==> src/cce_pkg.sv <==
// Package for the chunk cache directory: shared types, codes and widths.
// Used by every module of the block but the checker; depends on nothing.
package cce_pkg;

  // Widths are sized for the largest directory the block supports (64 entries).
  localparam int IDX_W  = 6;   // slot index
  localparam int CNT_W  = 7;   // entry counts up to 64
  localparam int SUM_W  = 38;  // byte sum over 64 entries of 32 bits
  localparam int CHK_W  = 16;  // chunk index
  localparam int LAY_W  = 3;   // layer mask
  localparam int SIZE_W = 32;  // entry size
  localparam int ALW_W  = 4;   // window allowance, limit plus loan
  localparam int SCR_W  = CHK_W + 1;
  localparam int CFG_AW = 5;
  localparam int CFG_DW = 64;

  typedef enum logic [1:0] {
    OP_NONE,
    OP_KILL,
    OP_WRITE,
    OP_EVICT
  } cell_op_t;

  typedef enum logic [2:0] {
    S_IDLE,
    S_WIN,
    S_KILL,
    S_LAUNCH,
    S_WAIT,
    S_EVAL,
    S_DONE
  } state_t;

  typedef enum logic [1:0] {
    PH_LOOKUP,
    PH_INSERT,
    PH_CEIL
  } phase_t;

  typedef enum logic [1:0] {
    REG_BEHIND,
    REG_AHEAD,
    REG_CEILING,
    REG_COUNT
  } cfg_reg_t;

  typedef struct packed {
    logic [2:0]  behind;
    logic [2:0]  ahead;
    logic [39:0] ceiling;
    logic [16:0] count;
  } cce_cfg_t;

  // Broadcast command from the controller to every cell.
  typedef struct packed {
    cell_op_t           op;
    logic [CHK_W-1:0]   cur;
    logic [LAY_W-1:0]   mask;
    logic [SIZE_W-1:0]  bytes;
    logic [ALW_W-1:0]   allow_b;
    logic [ALW_W-1:0]   allow_a;
    logic [IDX_W-1:0]   slot;
  } cce_cmd_t;

  // Scan token that travels down the row of cells, one cell per cycle.
  typedef struct packed {
    logic               vld;
    logic               hit;
    logic [CNT_W-1:0]   held;
    logic [SUM_W-1:0]   bytes;
    logic [CNT_W-1:0]   killed;
    logic               free_found;
    logic [IDX_W-1:0]   free_idx;
    logic               vic_found;
    logic [IDX_W-1:0]   vic_idx;
    logic [SCR_W-1:0]   vic_score;
  } cce_tok_t;

endpackage

==> src/cce_cfg.sv <==
// Configuration register file of the chunk cache, behind an APB-style port.
// Depends on cce_pkg.
module cce_cfg
  import cce_pkg::*;
(
  input  logic              clk,
  input  logic              rst_n,
  input  logic              psel,
  input  logic              penable,
  input  logic              pwrite,
  input  logic [CFG_AW-1:0] paddr,
  input  logic [CFG_DW-1:0] pwdata,
  output logic [CFG_DW-1:0] prdata,
  output logic              pready,
  output cce_cfg_t          cfg
);

  cce_cfg_t cfg_r, cfg_nxt;
  cfg_reg_t sel_reg;

  assign sel_reg = cfg_reg_t'(paddr[4:3]);
  assign pready  = 1'b1;

  always_comb begin
    cfg_nxt = cfg_r;
    if (psel && penable && pwrite) begin
      unique case (sel_reg)
        REG_BEHIND:  cfg_nxt.behind  = pwdata[2:0];
        REG_AHEAD:   cfg_nxt.ahead   = pwdata[2:0];
        REG_CEILING: cfg_nxt.ceiling = pwdata[39:0];
        REG_COUNT:   cfg_nxt.count   = pwdata[16:0];
      endcase
    end
  end

  always_comb begin
    unique case (sel_reg)
      REG_BEHIND:  prdata = {61'd0, cfg_r.behind};
      REG_AHEAD:   prdata = {61'd0, cfg_r.ahead};
      REG_CEILING: prdata = {24'd0, cfg_r.ceiling};
      REG_COUNT:   prdata = {47'd0, cfg_r.count};
    endcase
  end

  always_ff @(posedge clk) begin
    if (!rst_n) begin
      cfg_r.behind  <= 3'd1;
      cfg_r.ahead   <= 3'd1;
      cfg_r.ceiling <= 40'd0;
      cfg_r.count   <= 17'd1;
    end else begin
      cfg_r <= cfg_nxt;
    end
  end

  assign cfg = cfg_r;

endmodule

==> config.mk <==
export PLATFORM = sky130hd
export DESIGN_NAME = cce_cfg
export DESIGN_NICKNAME = d
export VERILOG_FILES = /design/src/cce_pkg.sv /design/src/cce_cfg.sv
export SDC_FILE = /design/constraint.sdc
export NUM_CORES = 1
export LEC_CHECK = 0
export BUFFER_PORTS_ARGS = -buffer_cell sky130_fd_sc_hd__buf_2
export CAP_MARGIN = 10
export CELL_PAD_IN_SITES_DETAIL_PLACEMENT = 0
export CELL_PAD_IN_SITES_GLOBAL_PLACEMENT = 1
export CORE_UTILIZATION = 33
export CTS_BUF_LIST = sky130_fd_sc_hd__clkbuf_8
export CTS_CLUSTER_SIZE = 14
export DETAILED_ROUTE_END_ITERATION = 8
export GPL_TIMING_DRIVEN = 0
export PLACE_DENSITY_LB_ADDON = 0.1
export SYNTH_ARGS = -nofsm -noshare
export SYNTH_HDL_FRONTEND = slang
export SYNTH_SLANG_ARGS = --single-unit
==> constraint.sdc <==
create_clock -name clk -period 2.9 [get_ports clk]
set_input_delay 0.725 -clock clk [delete_from_list [all_inputs] [get_ports clk]]
set_output_delay 0.725 -clock clk [all_outputs]
set_load 0.05 [all_outputs]
# == Word-level counts from Yosys, hierarchy flattened ==
# Cells that the tools add are included.
# totals
latchBits,0
mem_bits_ro,0
n_memories,0
register_bits,63
mem_bits_rw,0
# op_classes
mux,1
eq_ne,3
shift,0
addsub,0
bitwise,0
magnitude_cmp,0
n_reduce_logical,7
div_mod_pow,0
multipliers,0
# op_table
cell,count
one-hot mux 64 bit (4 select lines),1
AND reduction 2 bit,4
equality test 2 bit (second input constant),2
equality test 2 x 1 -> 1 bit (second input constant),1
logical AND 1 bit,2
zero test 2 bit,1

# == Logic depth before layout (Yosys ltp) ==
# logic_depth
depth_word,3
mapped_depth,5
depth_no_buf,3

# == Worst setup path before layout ==
# Ideal clock, no wire load.
# synth_path
path_kind,in2out
startpoint,input port paddr[3]
endpoint,output port prdata[16]
arrival_time_ns,1.874
cell_stages,4
slack_ns,0.301
required_ns,2.175
cell_sequence,buf_6 > buf_4 > mux2i_1 > nor2b_1
# synth_via
elab_chain_cells,2
word_cells_on_any_way,5
classes_between,eq/ne: 3; mux: 1; reduce/logical: 1
# synth_rtl
item,line_no,rtl
start: declaration,cce_cfg.sv:11,"input logic [CFG_AW-1:0] paddr,"
equality test 2 bit (tied with other cells),cce_cfg.sv:37,unique case (sel_reg)
one-hot mux 64 bit (4 select lines) (*),cce_cfg.sv:37,
end: declaration,cce_cfg.sv:13,"output logic [CFG_DW-1:0] prdata,"
# Every way passes the cells marked *; elsewhere a longest branch is shown, timed or not. The select of a mux whose other input is x is not followed.

# == Final worst setup path ==
# layout_path
startpoint,input port paddr[3]
endpoint,output port prdata[18]
# The elaborated chain is that of the path after synthesis.

==> metrics.cfg <==
[global_route]
grt_pass1_vias = 2711
overflow = 0
grt_start_max_net_pins = 12
grt_pass1_wl_um = 13500
grtUsageTotal = 0.176
antenna_found_initial = 0

[routing]
initialDrtViolationCount = 66
ant_nets = 0
drtPass1Iterations = 4
vias = 2786
drcViolationCount = 0
wl_per_cell_um = 13.2
vias_per_cell = 4.22
drt-total-wl_um = 8740

[timing]
maxSlewHeadroom = 0.628
rsz0062_at_grt = no
setup_viol = 0
maxSlewViolCount = 0
timing.fmax_mhz = 371
final_hold_viol_count = 0
post-route-period-util = 0.930
period_needed_ps = 2700
clock_skew_ps = 0
tightest_slew_ps = 558
final.setup.tns_ps = 0

[yosys]
synth-simple-area-share = 0.217
yosysWarnings = 0
syn_area_um2 = 3190
synth_cells = 344
yosysSeqAreaShare = 0.395
muxShareOfSynthArea = 0.263
ys_ff_latch = 63
synthDistinctLibCells = 18
yosys.area_share.xor_xnor = 0
synth_compound_area_frac = 0
synth_top_family_by_area = multiplexers
syn_avg_cell_area_um2 = 9.28
yosys.area_share.adder = 0

[die]
placementRows = 35
start_util = 0.344
pin_count = 202
die_h_um = 100
die_area_um2 = 10100
die_w_um = 100
core_area_um2 = 9280

[outcome]
outcome = finished clean

[place]
hpwl_um = 6470
port-buffer-count = 148
globalplace.congestion = 0.698
place_inst = 644

[setup_path]
reg2reg_depth = 2
r2r_slack_ps = 2240
cp-end-kind = primary output
start_kind = input port
path_class = in2out
worst-path-max-fanout = 10
rr_startpoint = cfg[7]$_SDFFE_PN0P_
cp_data_required_time_ps = 2170
timing.rr.end = cfg[7]$_SDFFE_PN0P_
cp_data_arrival_time_ps = 1970

[worst_hold_path]
min_path_cells = 2
worstHoldStart = cfg[54]$_SDFFE_PN0P_
hold_path_class = reg2reg
hold_path_end = cfg[54]$_SDFFE_PN0P_

[cts]
clock-sinks = 63
cts_tree = done
cts_root_buffer = clkbuf_8
cts_resized = 0
clockBufferDepth = 2
numCtsBuffers = 9
htree_levels = 3
post_cts_buffers = 0
clk_latency_ps = 330
ctsHoldBuffers = 0
clk_pin_slew_ps = 70

[job]
maxCapViolCount = 0

[finish]
syn2layout_area_growth_pct = 36.9
drive_gt1_frac = 0.390
layout.cells.non_filler = 660
largest_reg_flops = 63
final_nets = 600
antennaDiodeCount = 0

[power_and_ir_drop]
ir_drop_mv = 0.181
leakage_nw = 2.27
power_density_nw_per_um2 = 444

[placed cells by master, fill, tap and decap left out]
master | synthesis | final
nand2_1 | 100 | 100
mux4_2 | 3 | 3
buf_12 | 4 | 4
clkinv_4 | 0 | 1
nand3_1 | 1 | 1
clkbuf_8 | 0 | 9
conb_1 | 2 | 25
clkbuf_1 | 14 | 14
nor3b_2 | 1 | 1
clkinv_2 | 0 | 3
mux2i_1 | 77 | 77
nand3_2 | 1 | 1
and2_1 | 24 | 24
and3_4 | 1 | 1
inv_1 | 0 | 1
clkinvlp_4 | 0 | 1
nor2b_2 | 1 | 1
dfxtp_1 | 63 | 63
nor2b_1 | 18 | 18
or3_1 | 1 | 1
buf_6 | 4 | 4
buf_4 | 28 | 28
bufinv_16 | 0 | 1
buf_2 | 1 | 149
[cells by family after synthesis]
group,count (synthesis)
buffers and inverters,51
DFF,63
muxes,80
other,2
and+or+nand+nor,148
[area by class of cell]
cell class | instances | area (um2)
Buffer | 51 | 393
Clock buffer | 9 | 124
Clock inverter | 7 | 65.1
Fill cell | 977 | 4910
Multi-Input combinational cell | 253 | 1620
Sequential cell | 63 | 1260
Tap cell | 129 | 161
Timing Repair Buffer | 148 | 741
[how the worst max path moves through the flow]
stage / start / slack [ps] / cells past startpoint / to
finish: paddr[3] / 200 / 5 / prdata[18]
global route: paddr[4] / 90 / 5 / prdata[36]
CTS: paddr[3] / 180 / 5 / prdata[18]
detailed placement: paddr[3] / 180 / 5 / prdata[18]
global placement: paddr[3] / 210 / 5 / prdata[18]
floorplan: paddr[3] / 300 / 4 / prdata[16]
[cells in the mapped netlist]
master	n	area share
mux4_2	3	0.021
buf_4	28	0.066
buf_12	4	0.025
nand3_2	1	0.0031
and2_1	24	0.047
and3_4	1	0.0035
buf_6	4	0.014
mux2i_1	77	0.24
nor2b_2	1	0.0027
dfxtp_1	63	0.40
nand3_1	1	0.0016
or3_1	1	0.0020
nand2_1	100	0.12
buf_2	1	0.0016
clkbuf_1	14	0.016
conb_1	2	0.0024
nor3b_2	1	0.0039
nor2b_1	18	0.035
[stage by stage]
stage | power, W | hold WS [ps] | utilization | instance area, um2 | worst slack, ps
floorplan | 0.00114 | 680 | - | 3280 | 301
global placement | 0.00122 | 449 | 0.450 | 4180 | 212
detailed placement | 0.00122 | 462 | 0.450 | 4180 | 182
CTS | 0.00196 | 475 | 0.471 | 4370 | 181
global route | 0.00202 | 485 | 0.471 | 4370 | 94.2
finish | 0.00194 | 466 | 0.471 | 4370 | 202
[critical path, stage by stage]
cell      delay [ps]
buf_2            120
nor2b_2          260
clkbuf_1         410
and2_1           190
buf_2            260
[metal layers]
metal  up-vias  routed length (um)  track usage
met5         -                   0            0
met4         0                 106       0.0669
met3         8                 564       0.0411
met2       102                3970        0.292
met1      1254                4100        0.222
li1       1422                   -            -
[power breakdown]
part | total (W) | internal [W] | switching (W)
sequential | 0.000885 | 0.000876 | 0.00000841
combinational | 0.000313 | 0.0000981 | 0.000215
clock | 0.000741 | 0.000390 | 0.000350
total | 0.00194 | 0.00136 | 0.000573
No activity file was read; power rests on OpenSTA's default activity.
