`config.mk`:
```
export PLATFORM = sky130hd
export DESIGN_NAME = cce_cell
export DESIGN_NICKNAME = d
export VERILOG_FILES = /design/src/cce_pkg.sv /design/src/cce_cell.sv
export SDC_FILE = /design/constraint.sdc
export NUM_CORES = 1
export LEC_CHECK = 0
export BUFFER_PORTS_ARGS = -buffer_cell sky130_fd_sc_hd__buf_4
export CAP_MARGIN = 20
export CORE_AREA = 2 2 131 133
export CTS_CLUSTER_SIZE = 28
export DETAILED_ROUTE_END_ITERATION = 6
export DIE_AREA = 0 0 133 135
export GPL_ROUTABILITY_DRIVEN = 1
export MAX_ROUTING_LAYER = met4
export PLACE_DENSITY = 0.82
export SLEW_MARGIN = 20
export SYNTH_ARGS = -nofsm -noshare
export SYNTH_HDL_FRONTEND = slang
export SYNTH_SLANG_ARGS = --single-unit
```
`constraint.sdc`:
```
create_clock -name clk -period 6.2 [get_ports clk]
set_clock_uncertainty 0.15 [all_clocks]
set_input_delay 0.31 -clock clk [delete_from_list [all_inputs] [get_ports clk]]
set_output_delay 0.31 -clock clk [all_outputs]
set_load 0.005 [all_outputs]
```
`src/cce_pkg.sv`:
```
// Package for the chunk cache directory: shared types, codes and widths.
// Used by every module of the block but the checker; depends on nothing.
package cce_pkg;

  // Widths are sized for the largest directory the block supports (64 entries).
  localparam int IDX_W  = 6;   // slot index
  localparam int CNT_W  = 7;   // entry counts up to 64
  localparam int SUM_W  = 38;  // byte sum over 64 entries of 32 bits
  localparam int CHK_W  = 16;  // chunk index
  localparam int LAY_W  = 3;   // layer mask
  localparam int SIZE_W = 32;  // entry size
  localparam int ALW_W  = 4;   // window allowance, limit plus loan
  localparam int SCR_W  = CHK_W + 1;
  localparam int CFG_AW = 5;
  localparam int CFG_DW = 64;

  typedef enum logic [1:0] {
    OP_NONE,
    OP_KILL,
    OP_WRITE,
    OP_EVICT
  } cell_op_t;

  typedef enum logic [2:0] {
    S_IDLE,
    S_WIN,
    S_KILL,
    S_LAUNCH,
    S_WAIT,
    S_EVAL,
    S_DONE
  } state_t;

  typedef enum logic [1:0] {
    PH_LOOKUP,
    PH_INSERT,
    PH_CEIL
  } phase_t;

  typedef enum logic [1:0] {
    REG_BEHIND,
    REG_AHEAD,
    REG_CEILING,
    REG_COUNT
  } cfg_reg_t;

  typedef struct packed {
    logic [2:0]  behind;
    logic [2:0]  ahead;
    logic [39:0] ceiling;
    logic [16:0] count;
  } cce_cfg_t;

  // Broadcast command from the controller to every cell.
  typedef struct packed {
    cell_op_t           op;
    logic [CHK_W-1:0]   cur;
    logic [LAY_W-1:0]   mask;
    logic [SIZE_W-1:0]  bytes;
    logic [ALW_W-1:0]   allow_b;
    logic [ALW_W-1:0]   allow_a;
    logic [IDX_W-1:0]   slot;
  } cce_cmd_t;

  // Scan token that travels down the row of cells, one cell per cycle.
  typedef struct packed {
    logic               vld;
    logic               hit;
    logic [CNT_W-1:0]   held;
    logic [SUM_W-1:0]   bytes;
    logic [CNT_W-1:0]   killed;
    logic               free_found;
    logic [IDX_W-1:0]   free_idx;
    logic               vic_found;
    logic [IDX_W-1:0]   vic_idx;
    logic [SCR_W-1:0]   vic_score;
  } cce_tok_t;

endpackage

```
`src/cce_cell.sv`:
```
// One directory slot of the chunk cache with its stage of the scan token.
// Depends on cce_pkg.
module cce_cell
  import cce_pkg::*;
#(
  parameter int IDX = 0
) (
  input  logic     clk,
  input  logic     rst_n,
  input  cce_cmd_t cmd,
  input  cce_tok_t tok_in,
  output cce_tok_t tok_out
);

  localparam logic [IDX_W-1:0] MY_IDX = IDX_W'(IDX);

  logic              valid_r, valid_nxt;
  logic              killed_r, killed_nxt;
  logic [CHK_W-1:0]  chunk_r;
  logic [LAY_W-1:0]  layers_r;
  logic [SIZE_W-1:0] size_r;
  cce_tok_t          tok_r, tok_nxt;

  logic              same, behind, far, sel, drop;
  logic [CHK_W-1:0]  span;
  logic [SCR_W-1:0]  score;

  always_comb begin
    same   = valid_r && (chunk_r == cmd.cur);
    behind = chunk_r < cmd.cur;
    span   = behind ? (cmd.cur - chunk_r) : (chunk_r - cmd.cur);
    far    = behind ? (span > {{(CHK_W-ALW_W){1'b0}}, cmd.allow_b})
                    : (span > {{(CHK_W-ALW_W){1'b0}}, cmd.allow_a});
    score  = {span, behind};
    sel    = (cmd.slot == MY_IDX);
    drop   = same || (valid_r && far);
  end

  always_comb begin
    valid_nxt  = valid_r;
    killed_nxt = killed_r;
    case (cmd.op)
      OP_KILL: begin
        valid_nxt  = valid_r && !drop;
        killed_nxt = drop;
      end
      OP_WRITE: begin
        if (sel) valid_nxt = 1'b1;
      end
      OP_EVICT: begin
        if (sel) valid_nxt = 1'b0;
      end
      default: ;
    endcase
  end

  // Fold this slot into the passing token.
  always_comb begin
    tok_nxt = tok_in;
    if (same && ((layers_r & cmd.mask) == cmd.mask)) tok_nxt.hit = 1'b1;
    if (valid_r) begin
      tok_nxt.held  = tok_in.held + CNT_W'(1);
      tok_nxt.bytes = tok_in.bytes + SUM_W'(size_r);
    end
    if (killed_r) tok_nxt.killed = tok_in.killed + CNT_W'(1);
    if (!tok_in.free_found && !valid_r) begin
      tok_nxt.free_found = 1'b1;
      tok_nxt.free_idx   = MY_IDX;
    end
    if (valid_r && !same && (!tok_in.vic_found || score > tok_in.vic_score)) begin
      tok_nxt.vic_found = 1'b1;
      tok_nxt.vic_idx   = MY_IDX;
      tok_nxt.vic_score = score;
    end
  end

  always_ff @(posedge clk) begin
    if (!rst_n) begin
      valid_r  <= 1'b0;
      killed_r <= 1'b0;
      tok_r    <= '0;
    end else begin
      valid_r  <= valid_nxt;
      killed_r <= killed_nxt;
      tok_r    <= tok_nxt;
    end
  end

  always_ff @(posedge clk) begin
    if (cmd.op == OP_WRITE && sel) begin
      chunk_r  <= cmd.cur;
      layers_r <= cmd.mask;
      size_r   <= cmd.bytes;
    end
  end

  assign tok_out = tok_r;

endmodule

```
# Word level (Yosys, flattened, before mapping)
# Cells that the tools add are included.
# totals
output_inout_bits,85
ff_bits,138
elab_cells,63
# op_classes
order_cmp,4
n_addsub,5
reduce_logical,20
bitwise,2
muxes,10
eq_ne,7
# ops
cell,count
45-bit 2-to-1 mux,1
38-bit by 32-bit adder with 38-bit output,1
16-bit by 4-bit > comparator with 1-bit output,2
16-bit subtractor,2
24-bit 2-to-1 mux,1
17-bit > comparator,1
16-bit == test,1
16-bit < comparator,1
16-bit 2-to-1 mux,1
7-bit by 1-bit adder with 7-bit output (second input constant),2
7-bit 2-to-1 mux,2
1-bit logical AND,8
6-bit logical NOT,1
1-bit logical NOT,5
2-bit == test (second input constant),2
1-bit 2-to-1 mux,4
2-bit inequality test (second input constant),2
2-bit OR reduction,2
3-bit AND,1
3-bit == test,1
1-bit one-hot mux with 3 select lines,1
3-bit AND reduction,1
3-bit nonzero test,1
2-bit by 1-bit == test with 1-bit output (second input constant),1
other kinds (2),3

# Longest topological paths before layout
# Gate-level depths: netlist of the first run.
# logic_depth
word_depth,9
ltp_mapped,24
mapped_depth_nobuf,21

# Worst setup path before layout of the first run
# No wires, ideal clock.
# synth_path
path_type,register -> register
startpoint,reg chunk_r[0]
endpoint,"reg tok_r, in the netlist tok_out[11]"
path_slack_ps,1735
t_arrival_ps,4200
required_ps,5935
stages_incl_launch_ff,23
path_buffers,2
setup_time_ps,115
period_less_slack_ps,4465
path_cell_list,edfxtp_1 inv_1 ha_1 inv_1 fa_1 a211oi_2 nor2_1 o211ai_4 and2_4 inv_2 and4_1 nor4_1 ha_1 a21o_1 a21o_1 a21oi_1 nor2_1 nor4bb_1 a21oi_1 buf_2 buf_2 mux2i_1 and2_1
# synth_via
elab_chain_len,6
elab_cells_between_ends,12
cone_classes,add/sub: 2; order compare: 2; eq/ne: 1; mux: 2; reduce/logical: 5
# synth_lines
element,line_no,source
"start, declared",cce_cell.sv:19,logic [CHK_W-1:0] chunk_r;
"start signal, assigned",cce_cell.sv:91,chunk_r <= cmd.cur;
16-bit subtractor (tied with other cells),cce_cell.sv:31,span = behind ? (cmd.cur - chunk_r) : (chunk_r - cmd.cur);
16-bit 2-to-1 mux / 1-bit logical AND (equally long branches),"cce_cell.sv:31, cce_cell.sv:29",
17-bit > comparator / 1-bit logical NOT (equally long branches),cce_cell.sv:70,if (valid_r && !same && (!tok_in.vic_found || score > tok_in.vic_score)) begin
1-bit logical OR / 1-bit logical AND (equally long branches),cce_cell.sv:70,
1-bit logical AND,cce_cell.sv:70,
24-bit 2-to-1 mux *,cce_cell.sv:70,
"end signal, assigned",cce_cell.sv:85,tok_r <= tok_nxt;
"end, declared",cce_cell.sv:22,"cce_tok_t tok_r, tok_nxt;"
# Mark *: on every way between the ends. The rest lies on a longest branch, timed or not.
# A chain may end at the register's enable or synchronous reset.

# Worst setup path after layout of the first run
# layout_path
startpoint,in cmd[49] (netlist name)
endpoint,"reg tok_r, in the netlist tok_out[6]"
# layout_via
elab_chain_len,6
elab_cells_between_ends,12
cone_classes,add/sub: 2; order compare: 2; eq/ne: 1; mux: 2; reduce/logical: 5
# layout_lines
element,line_no,source
"start, declared",cce_cell.sv:10,"input cce_cmd_t cmd,"
16-bit subtractor (tied with other cells),cce_cell.sv:31,
16-bit 2-to-1 mux / 1-bit logical AND (equally long branches),"cce_cell.sv:31, cce_cell.sv:29",
17-bit > comparator / 1-bit logical NOT (equally long branches),cce_cell.sv:70,
1-bit logical OR / 1-bit logical AND (equally long branches),cce_cell.sv:70,
1-bit logical AND,cce_cell.sv:70,
24-bit 2-to-1 mux *,cce_cell.sv:70,
# Marks and branches as above.

==> results of run 1 <==
==> placed cells by master (no fill, tap or decap), types with 8 or more instances in the layout <==
cell type	count
a211oi_1	15
a21boi_0	9
a21o_1	18
a21oi_1	60
and2_1	32
and3_1	9
buf_4	242
clkbuf_16	18
dfxtp_1	86
dlygate4sd3_1	80
edfxtp_1	51
ha_1	90
inv_1	75
mux2i_1	49
nand2_1	56
nand2b_1	12
nand3_1	13
nand4_1	16
nor2_1	28
nor2b_1	50
o21a_1	18
o21ai_0	52
o21bai_1	8
xnor2_1	30
xor2_1	16
==> registers in the layout, indices dropped and copies added, names as in the netlist <==
register,flops
valid_r,1
tok_out,85
killed_r,1
size_r,32
chunk_r,16
layers_r,3
==> critical path: cells and delay by family <==
kind                     cells  cell delay (ns)
AO/OA/AOI/OAI                5             1.51
adder cells (fa/ha/maj)      3             0.90
buffers and inverters        5             1.19
multiplexers                 1             0.20
AND/OR/NAND/NOR              8             1.32
==> metal layers <==
metal  vias up  GRT usage (%)
met1      3757          34.76
met5         -              -
met4         0          13.92
met2       348          48.19
met3        77          5.068
li1       3928              -
==> metrics by stage <==
| stage | setup WS, ns | utilization (%) | hold slack, ns |
|---|---|---|---|
| 2_1_floorplan | 1.735 | - | 0.2589 |
| 3_3_place_gp | 1.222 | 65.43 | 0.3390 |
| 3_5_place_dp | 1.077 | 65.43 | 0.3396 |
| 4_1_cts | 1.002 | 74.14 | 0.0005280 |
| 5_1_grt | 0.6662 | 74.14 | 0.004583 |
| 6_report | 0.9331 | 74.14 | 0.01002 |
==> final cells by class <==
class	instances	area [um2]	share of cell area, %
Multi-Input combinational cell	681	5084	41.79
Sequential cell	138	3274	26.92
Timing Repair Buffer	322	2618	21.52
Clock buffer	20	467.9	3.847
Inverter	76	285.3	2.345
Tap cell	220	275.3	2.263
Clock inverter	12	160.2	1.317
==> logic make-up (layout without fill, tap and decap cells) <==
group / Yosys count / count (layout) / share of synthesized area (%)
simple gates: 258 / 258 / 16.25
compound gates: 233 / 233 / 17.56
flops: 138 / 138 / 37.26
buf+inv: 107 / 430 / 4.999
fa+ha+maj: 93 / 93 / 13.50
mux: 51 / 51 / 5.840
xor+xnor: 46 / 46 / 4.586
==> power groups by stage <==
| stage | combinational [W] | clock [W] | sequential, W |
|---|---|---|---|
| 5_1_grt | 0.000603 | 0.00114 | 0.000994 |
| 6_report | 0.000552 | 0.00109 | 0.000991 |
| 3_3_place_gp | 0.000488 | 0 | 0.00101 |
| 4_1_cts | 0.000543 | 0.00110 | 0.000991 |
| 2_1_floorplan | 0.000278 | 0 | 0.00101 |
| 3_5_place_dp | 0.000497 | 0 | 0.00101 |
==> path summary, 6_finish.rpt <==
kind	startpoint	endpoint	slack, ns	depth (start not counted)
max	cmd[49]	tok_out[6]$_SDFF_PN0_	0.93	22
min	tok_in[72]	tok_out[72]$_SDFF_PN0_	0.01	3
max reg2reg	chunk_r[0]$_DFFE_PP_	tok_out[6]$_SDFF_PN0_	0.99	21
min reg2reg	size_r[0]$_DFFE_PP_	tok_out[38]$_SDFF_PN0_	0.51	3
==> flow_metrics.env, run 1 <==
export IMPL_status="finished clean"
export IMPL_grt_first_pass_wirelength_um=39840
export IMPL_synth_edf_count=51
export IMPL_power_density_nw_per_um2=216.1
export IMPL_finalCritPeriodShare_pct=84.95
export IMPL_final_cells=1469
export IMPL_grt_pass1_vias=7976
export IMPL_dp_hpwl_um=18230
export IMPL_critPathSlowestCell="a21oi_2"
export IMPL_pwr_share_seq_pct=37.7
export IMPL_vdd_ir_drop_max_uv=191.7
export IMPL_clock_latency_ns=0.42
export IMPL_row_count=47
export IMPL_tightest_slew_ns=0.8053
export IMPL_crit_path_end_kind="flop"
export IMPL_cts_buffers=17
export IMPL_met3WireLength_um=1558
export IMPL_fin_tns_setup_ns=0
export IMPL_cts_sink_count=138
export IMPL_maxSlewHeadroom_pct=46.31
export IMPL_crit_required_ns=6.36
export IMPL_swShare_pct=26.31
export IMPL_gp_congestion=0.9138
export IMPL_grt_setup_unrepaired="no"
export IMPL_n_fill_cell=1168
export IMPL_yosys_area_top_type="dfxtp_1"
export IMPL_first_pass_iters=5
export IMPL_grt_max_degree=85
export IMPL_yosys_area_top_type_share_pct=19.83
export IMPL_design_area_um2=12160
export IMPL_cts_tree="done"
export IMPL_cts_hold_buffers=80
export IMPL_cp_max_fo=14
export IMPL_switching_power_w=0.0006916
export IMPL_synth_commonest_cells="90 x ha_1, 87 x dfxtp_1, 75 x inv_1"
export IMPL_highest_layer="met4"
export IMPL_drt_initial_drc_count=563
export IMPL_avgSynthCellArea_um2=9.487
export IMPL_wl_per_cell_um=17.40
export IMPL_cts_root_buffer="clkbuf_16"
export IMPL_syn_to_final_growth_pct=38.47
export IMPL_core_um2=16410
export IMPL_arrival_ns=5.43
export IMPL_setup_viol=0
export IMPL_ys_types=71
export IMPL_totalPowerFinal_w=0.002628
export IMPL_hold_viol=0
export IMPL_dr_wl_met2_um=12220
export IMPL_yosysWarnings=0
export IMPL_die_width_um=133
export IMPL_grt_total_usage_pct=29.16
export IMPL_cts_max_level=4
export IMPL_p_leak_nw=5.521
export IMPL_die_area_um2=17960
export IMPL_drt_met1_wl_um=10740
export IMPL_grt_overflow=0
export IMPL_port_buffers=238
export IMPL_critPathLaunchType="input pin"
export IMPL_antenna_found_initial=0
export IMPL_start_util_pct=53.54
export IMPL_hp_class="input pin to flop"
export IMPL_cts_buffer_depth=2
export IMPL_drc=0
export IMPL_synthFlopType="dfxtp_1"
export IMPL_ys_seq_elements=138
export IMPL_placed_area_um2=10740
export IMPL_cts_resized_gates=0
export IMPL_clockPowerShare_pct=41.3
export IMPL_cap_violations=0
export IMPL_nets=1483
export IMPL_cts_reportedPaths_clkPinSlew_ns=0.06
export IMPL_combinationalPowerShare_pct=21.0
export IMPL_place_inst=1357
export IMPL_syn_num_nets=1173
export IMPL_p_int_w=0.001937
export IMPL_syn_area_um2=8785
export IMPL_crit_chain="dlygate4sd3_1 -> buf_4 -> ha_1 -> inv_1 -> fa_1 -> a211oi_2 -> nor2_1 -> o211ai_4 -> and2_4 -> inv_2 -> a211o_1 -> and3b_1 -> or2_2 -> ha_1 -> nand4_1 -> nor2_1 -> nand4_1 -> o21ai_0 -> a21oi_2 -> buf_4 -> mux2i_1 -> nor2b_1"
export IMPL_via_per_inst=5.521
export IMPL_seq_area_frac_synth_pct=37.26
export IMPL_crit_type="input pin to flop"
export IMPL_die_y_um=135
export IMPL_fmax_ghz=0.1899
export IMPL_drv_slew=0
export IMPL_synthTopCellsByArea="dfxtp_1 20%, edfxtp_1 17%, ha_1 13%"
export IMPL_io_pins=239
export IMPL_critPathMaxStageDelay_ns=0.57
export IMPL_yosys_cell_count_top_type="ha_1"
export IMPL_async_reset_ff_share_pct=0
export IMPL_drt_total_wl_um=25560
export IMPL_layout_drive_gt1_share_pct=23.70
export IMPL_routed_via_count=8110
export IMPL_period_needed_ns=5.267
export IMPL_cts_setup_buffers=0
export IMPL_drtAntennaViolNets=0
export IMPL_synth_cells=926
export IMPL_antenna_cells=0
Note: power is estimated with default switching activity, not from simulation.
==> run 2: changes to the inputs <==
==> constraint.sdc (replaced) <==
create_clock -name clk -period 5.3 [get_ports clk]
set_clock_uncertainty 0.15 [all_clocks]
set_input_delay 0.265 -clock clk [delete_from_list [all_inputs] [get_ports clk]]
set_output_delay 0.265 -clock clk [all_outputs]
set_load 0.005 [all_outputs]
==> flow_metrics.env, run 2 (synthesis gave the netlist of run 1 again) <==
export IMPL_grt_first_pass_wirelength_um=43900
export IMPL_cts_buffers=17
export IMPL_switching_power_w=0.0008193
export IMPL_totalPowerFinal_w=0.003075
export IMPL_met3_usage_pct=4.805
export IMPL_antenna_found_initial=1
export IMPL_die_width_um=133
export IMPL_combinationalPowerShare_pct=22.5
export IMPL_layout_drive_gt1_share_pct=23.47
export IMPL_crit_type="input pin to flop"
export IMPL_clockPowerShare_pct=39.7
export IMPL_start_util_pct=53.54
export IMPL_cap_violations=0
export IMPL_die_y_um=135
export IMPL_p_int_w=0.002256
export IMPL_swShare_pct=26.64
export IMPL_status="finished clean"
export IMPL_cts_sink_count=138
export IMPL_nets=1529
export IMPL_grt_max_degree=85
export IMPL_cts_max_level=4
export IMPL_grt_overflow=0
export IMPL_die_area_um2=17960
export IMPL_critPathLaunchType="input pin"
export IMPL_min_from="tok_in[67]"
export IMPL_grt_total_usage_pct=32.03
export IMPL_placed_area_um2=10760
export IMPL_cts_buffer_depth=2
export IMPL_drt_initial_drc_count=738
export IMPL_row_count=47
export IMPL_cts_tree="done"
export IMPL_first_pass_iters=5
export IMPL_n_fill_cell=1061
export IMPL_clock_latency_ns=0.42
export IMPL_drt_total_wl_um=27970
export IMPL_grt_busiest_layer="met2"
export IMPL_vdd_ir_drop_max_uv=223.1
export IMPL_arrival_ns=5.17
export IMPL_mostFrequentLayoutCells="251 x buf_4, 117 x dlygate4sd3_1, 90 x ha_1"
export IMPL_drtAntennaViolNets=0
export IMPL_syn_to_final_growth_pct=43.13
export IMPL_hp_class="input pin to flop"
export IMPL_finalCritPeriodShare_pct=93.97
export IMPL_crit_path_end_kind="flop"
export IMPL_setup_viol=0
export IMPL_final_cells=1516
export IMPL_gp_congestion=0.9482
export IMPL_wl_per_cell_um=18.45
export IMPL_cts_root_buffer="clkbuf_16"
export IMPL_io_pins=239
export IMPL_place_inst=1360
export IMPL_drc=0
export IMPL_cts_reportedPaths_clkPinSlew_ns=0.06
export IMPL_period_needed_ns=4.981
export IMPL_cp_max_fo=12
export IMPL_fin_tns_setup_ns=0
export IMPL_fmax_ghz=0.2008
export IMPL_grt_pass1_vias=8647
export IMPL_largest_register_ffs=85
export IMPL_routed_via_count=8546
export IMPL_final_common_cell="buf_4"
export IMPL_hold_viol=0
export IMPL_port_buffers=238
export IMPL_grt_util_met2_pct=53.86
export IMPL_design_area_um2=12570
export IMPL_r2r_start="chunk_r[0]$_DFFE_PP_"
export IMPL_crit_required_ns=5.49
export IMPL_p_leak_nw=5.702
export IMPL_core_um2=16410
export IMPL_via_per_inst=5.637
export IMPL_maxSlewHeadroom_pct=31.45
export IMPL_power_density_nw_per_um2=244.6
export IMPL_tightest_slew_ns=1.026
export IMPL_pwr_share_seq_pct=37.8
export IMPL_dp_hpwl_um=18870
export IMPL_drv_slew=0
export IMPL_critPathLaunch="cmd[49]"
export IMPL_gr_usage_met1_pct=37.25
export IMPL_grt_setup_unrepaired="no"
-- run 2: metrics by stage --
| step | util [%] | worst slack (ns) | hold WS, ns |
|---|---|---|---|
| 6_report | 76.63 | 0.3194 | 0.007681 |
| 3_3_place_gp | 65.57 | 0.5513 | 0.2939 |
| 4_1_cts | 76.27 | 0.2703 | 0.001888 |
| 2_1_floorplan | - | 0.8346 | 0.2139 |
| 3_5_place_dp | 65.57 | 0.3118 | 0.2943 |
| 5_1_grt | 76.63 | 0.02315 | 0.009315 |
-- run 2: power groups by stage --
stage	Sequential, W	Combinational, W	Clock (W)
after detailed placement	0.00118	0.000586	0
after global routing	0.00116	0.000750	0.00128
after global placement	0.00118	0.000572	0
after CTS	0.00116	0.000663	0.00123
final	0.00116	0.000693	0.00122
after floorplan	0.00118	0.000326	0
-- run 2: per-layer routing --
| layer | share of wire (%) | vias to the layer above |
|---|---|---|
| met5 | 0 | - |
| met4 | 4.4 | 0 |
| met3 | 6.9 | 98 |
| met2 | 49 | 457 |
| met1 | 40 | 3968 |
| li1 | - | 4023 |
-- run 2: critical path: stages --
cell and delay, ns:
dlygate4sd3_1 0.54, buf_4 0.13, ha_1 0.18, inv_1 0.07, fa_1 0.42, a211oi_2 0.24, nor2_1 0.13, o211ai_4 0.33
and2_4 0.26, inv_2 0.13, and4_1 0.20, nor4_1 0.31, buf_4 0.19, ha_1 0.23, a21o_1 0.15, a21o_1 0.16
a21oi_1 0.15, nor2_1 0.05, nor4bb_1 0.34, a21oi_2 0.12, buf_4 0.20, mux2i_1 0.14, nor2b_1 0.19
-- run 2: layout make-up --
class / instances / area, um2 / share of cell area (%)
multi-input cells: 681 / 5086 / 40.45
flip-flops and latches: 138 / 3274 / 26.04
repair buffers: 368 / 3055 / 24.30
clock buffers: 20 / 446.7 / 3.553
inverters: 76 / 285.3 / 2.269
well taps: 220 / 275.3 / 2.189
clock inverters: 12 / 147.6 / 1.174
diodes: 1 / 2.502 / 0.01990
-- run 2: timing repair --
action | CTS | global route
endpoints found under the setup margin | 0 | 8
buffers inserted | 0 | 6
hold endpoints to repair | 116 | 1
gates resized for setup | 0 | 1
hold buffers | 116 | 1
-- run 2: final timing paths --
kind | slack [ns] | to | cells after the start
worst max-delay path | 0.32 | tok_out[6]$_SDFF_PN0_ | 23
worst min register to register | 0.49 | tok_out[32]$_SDFF_PN0_ | 2
worst min-delay path | 0.008 | tok_out[67]$_SDFF_PN0_ | 3
worst max register to register | 0.36 | tok_out[6]$_SDFF_PN0_ | 22
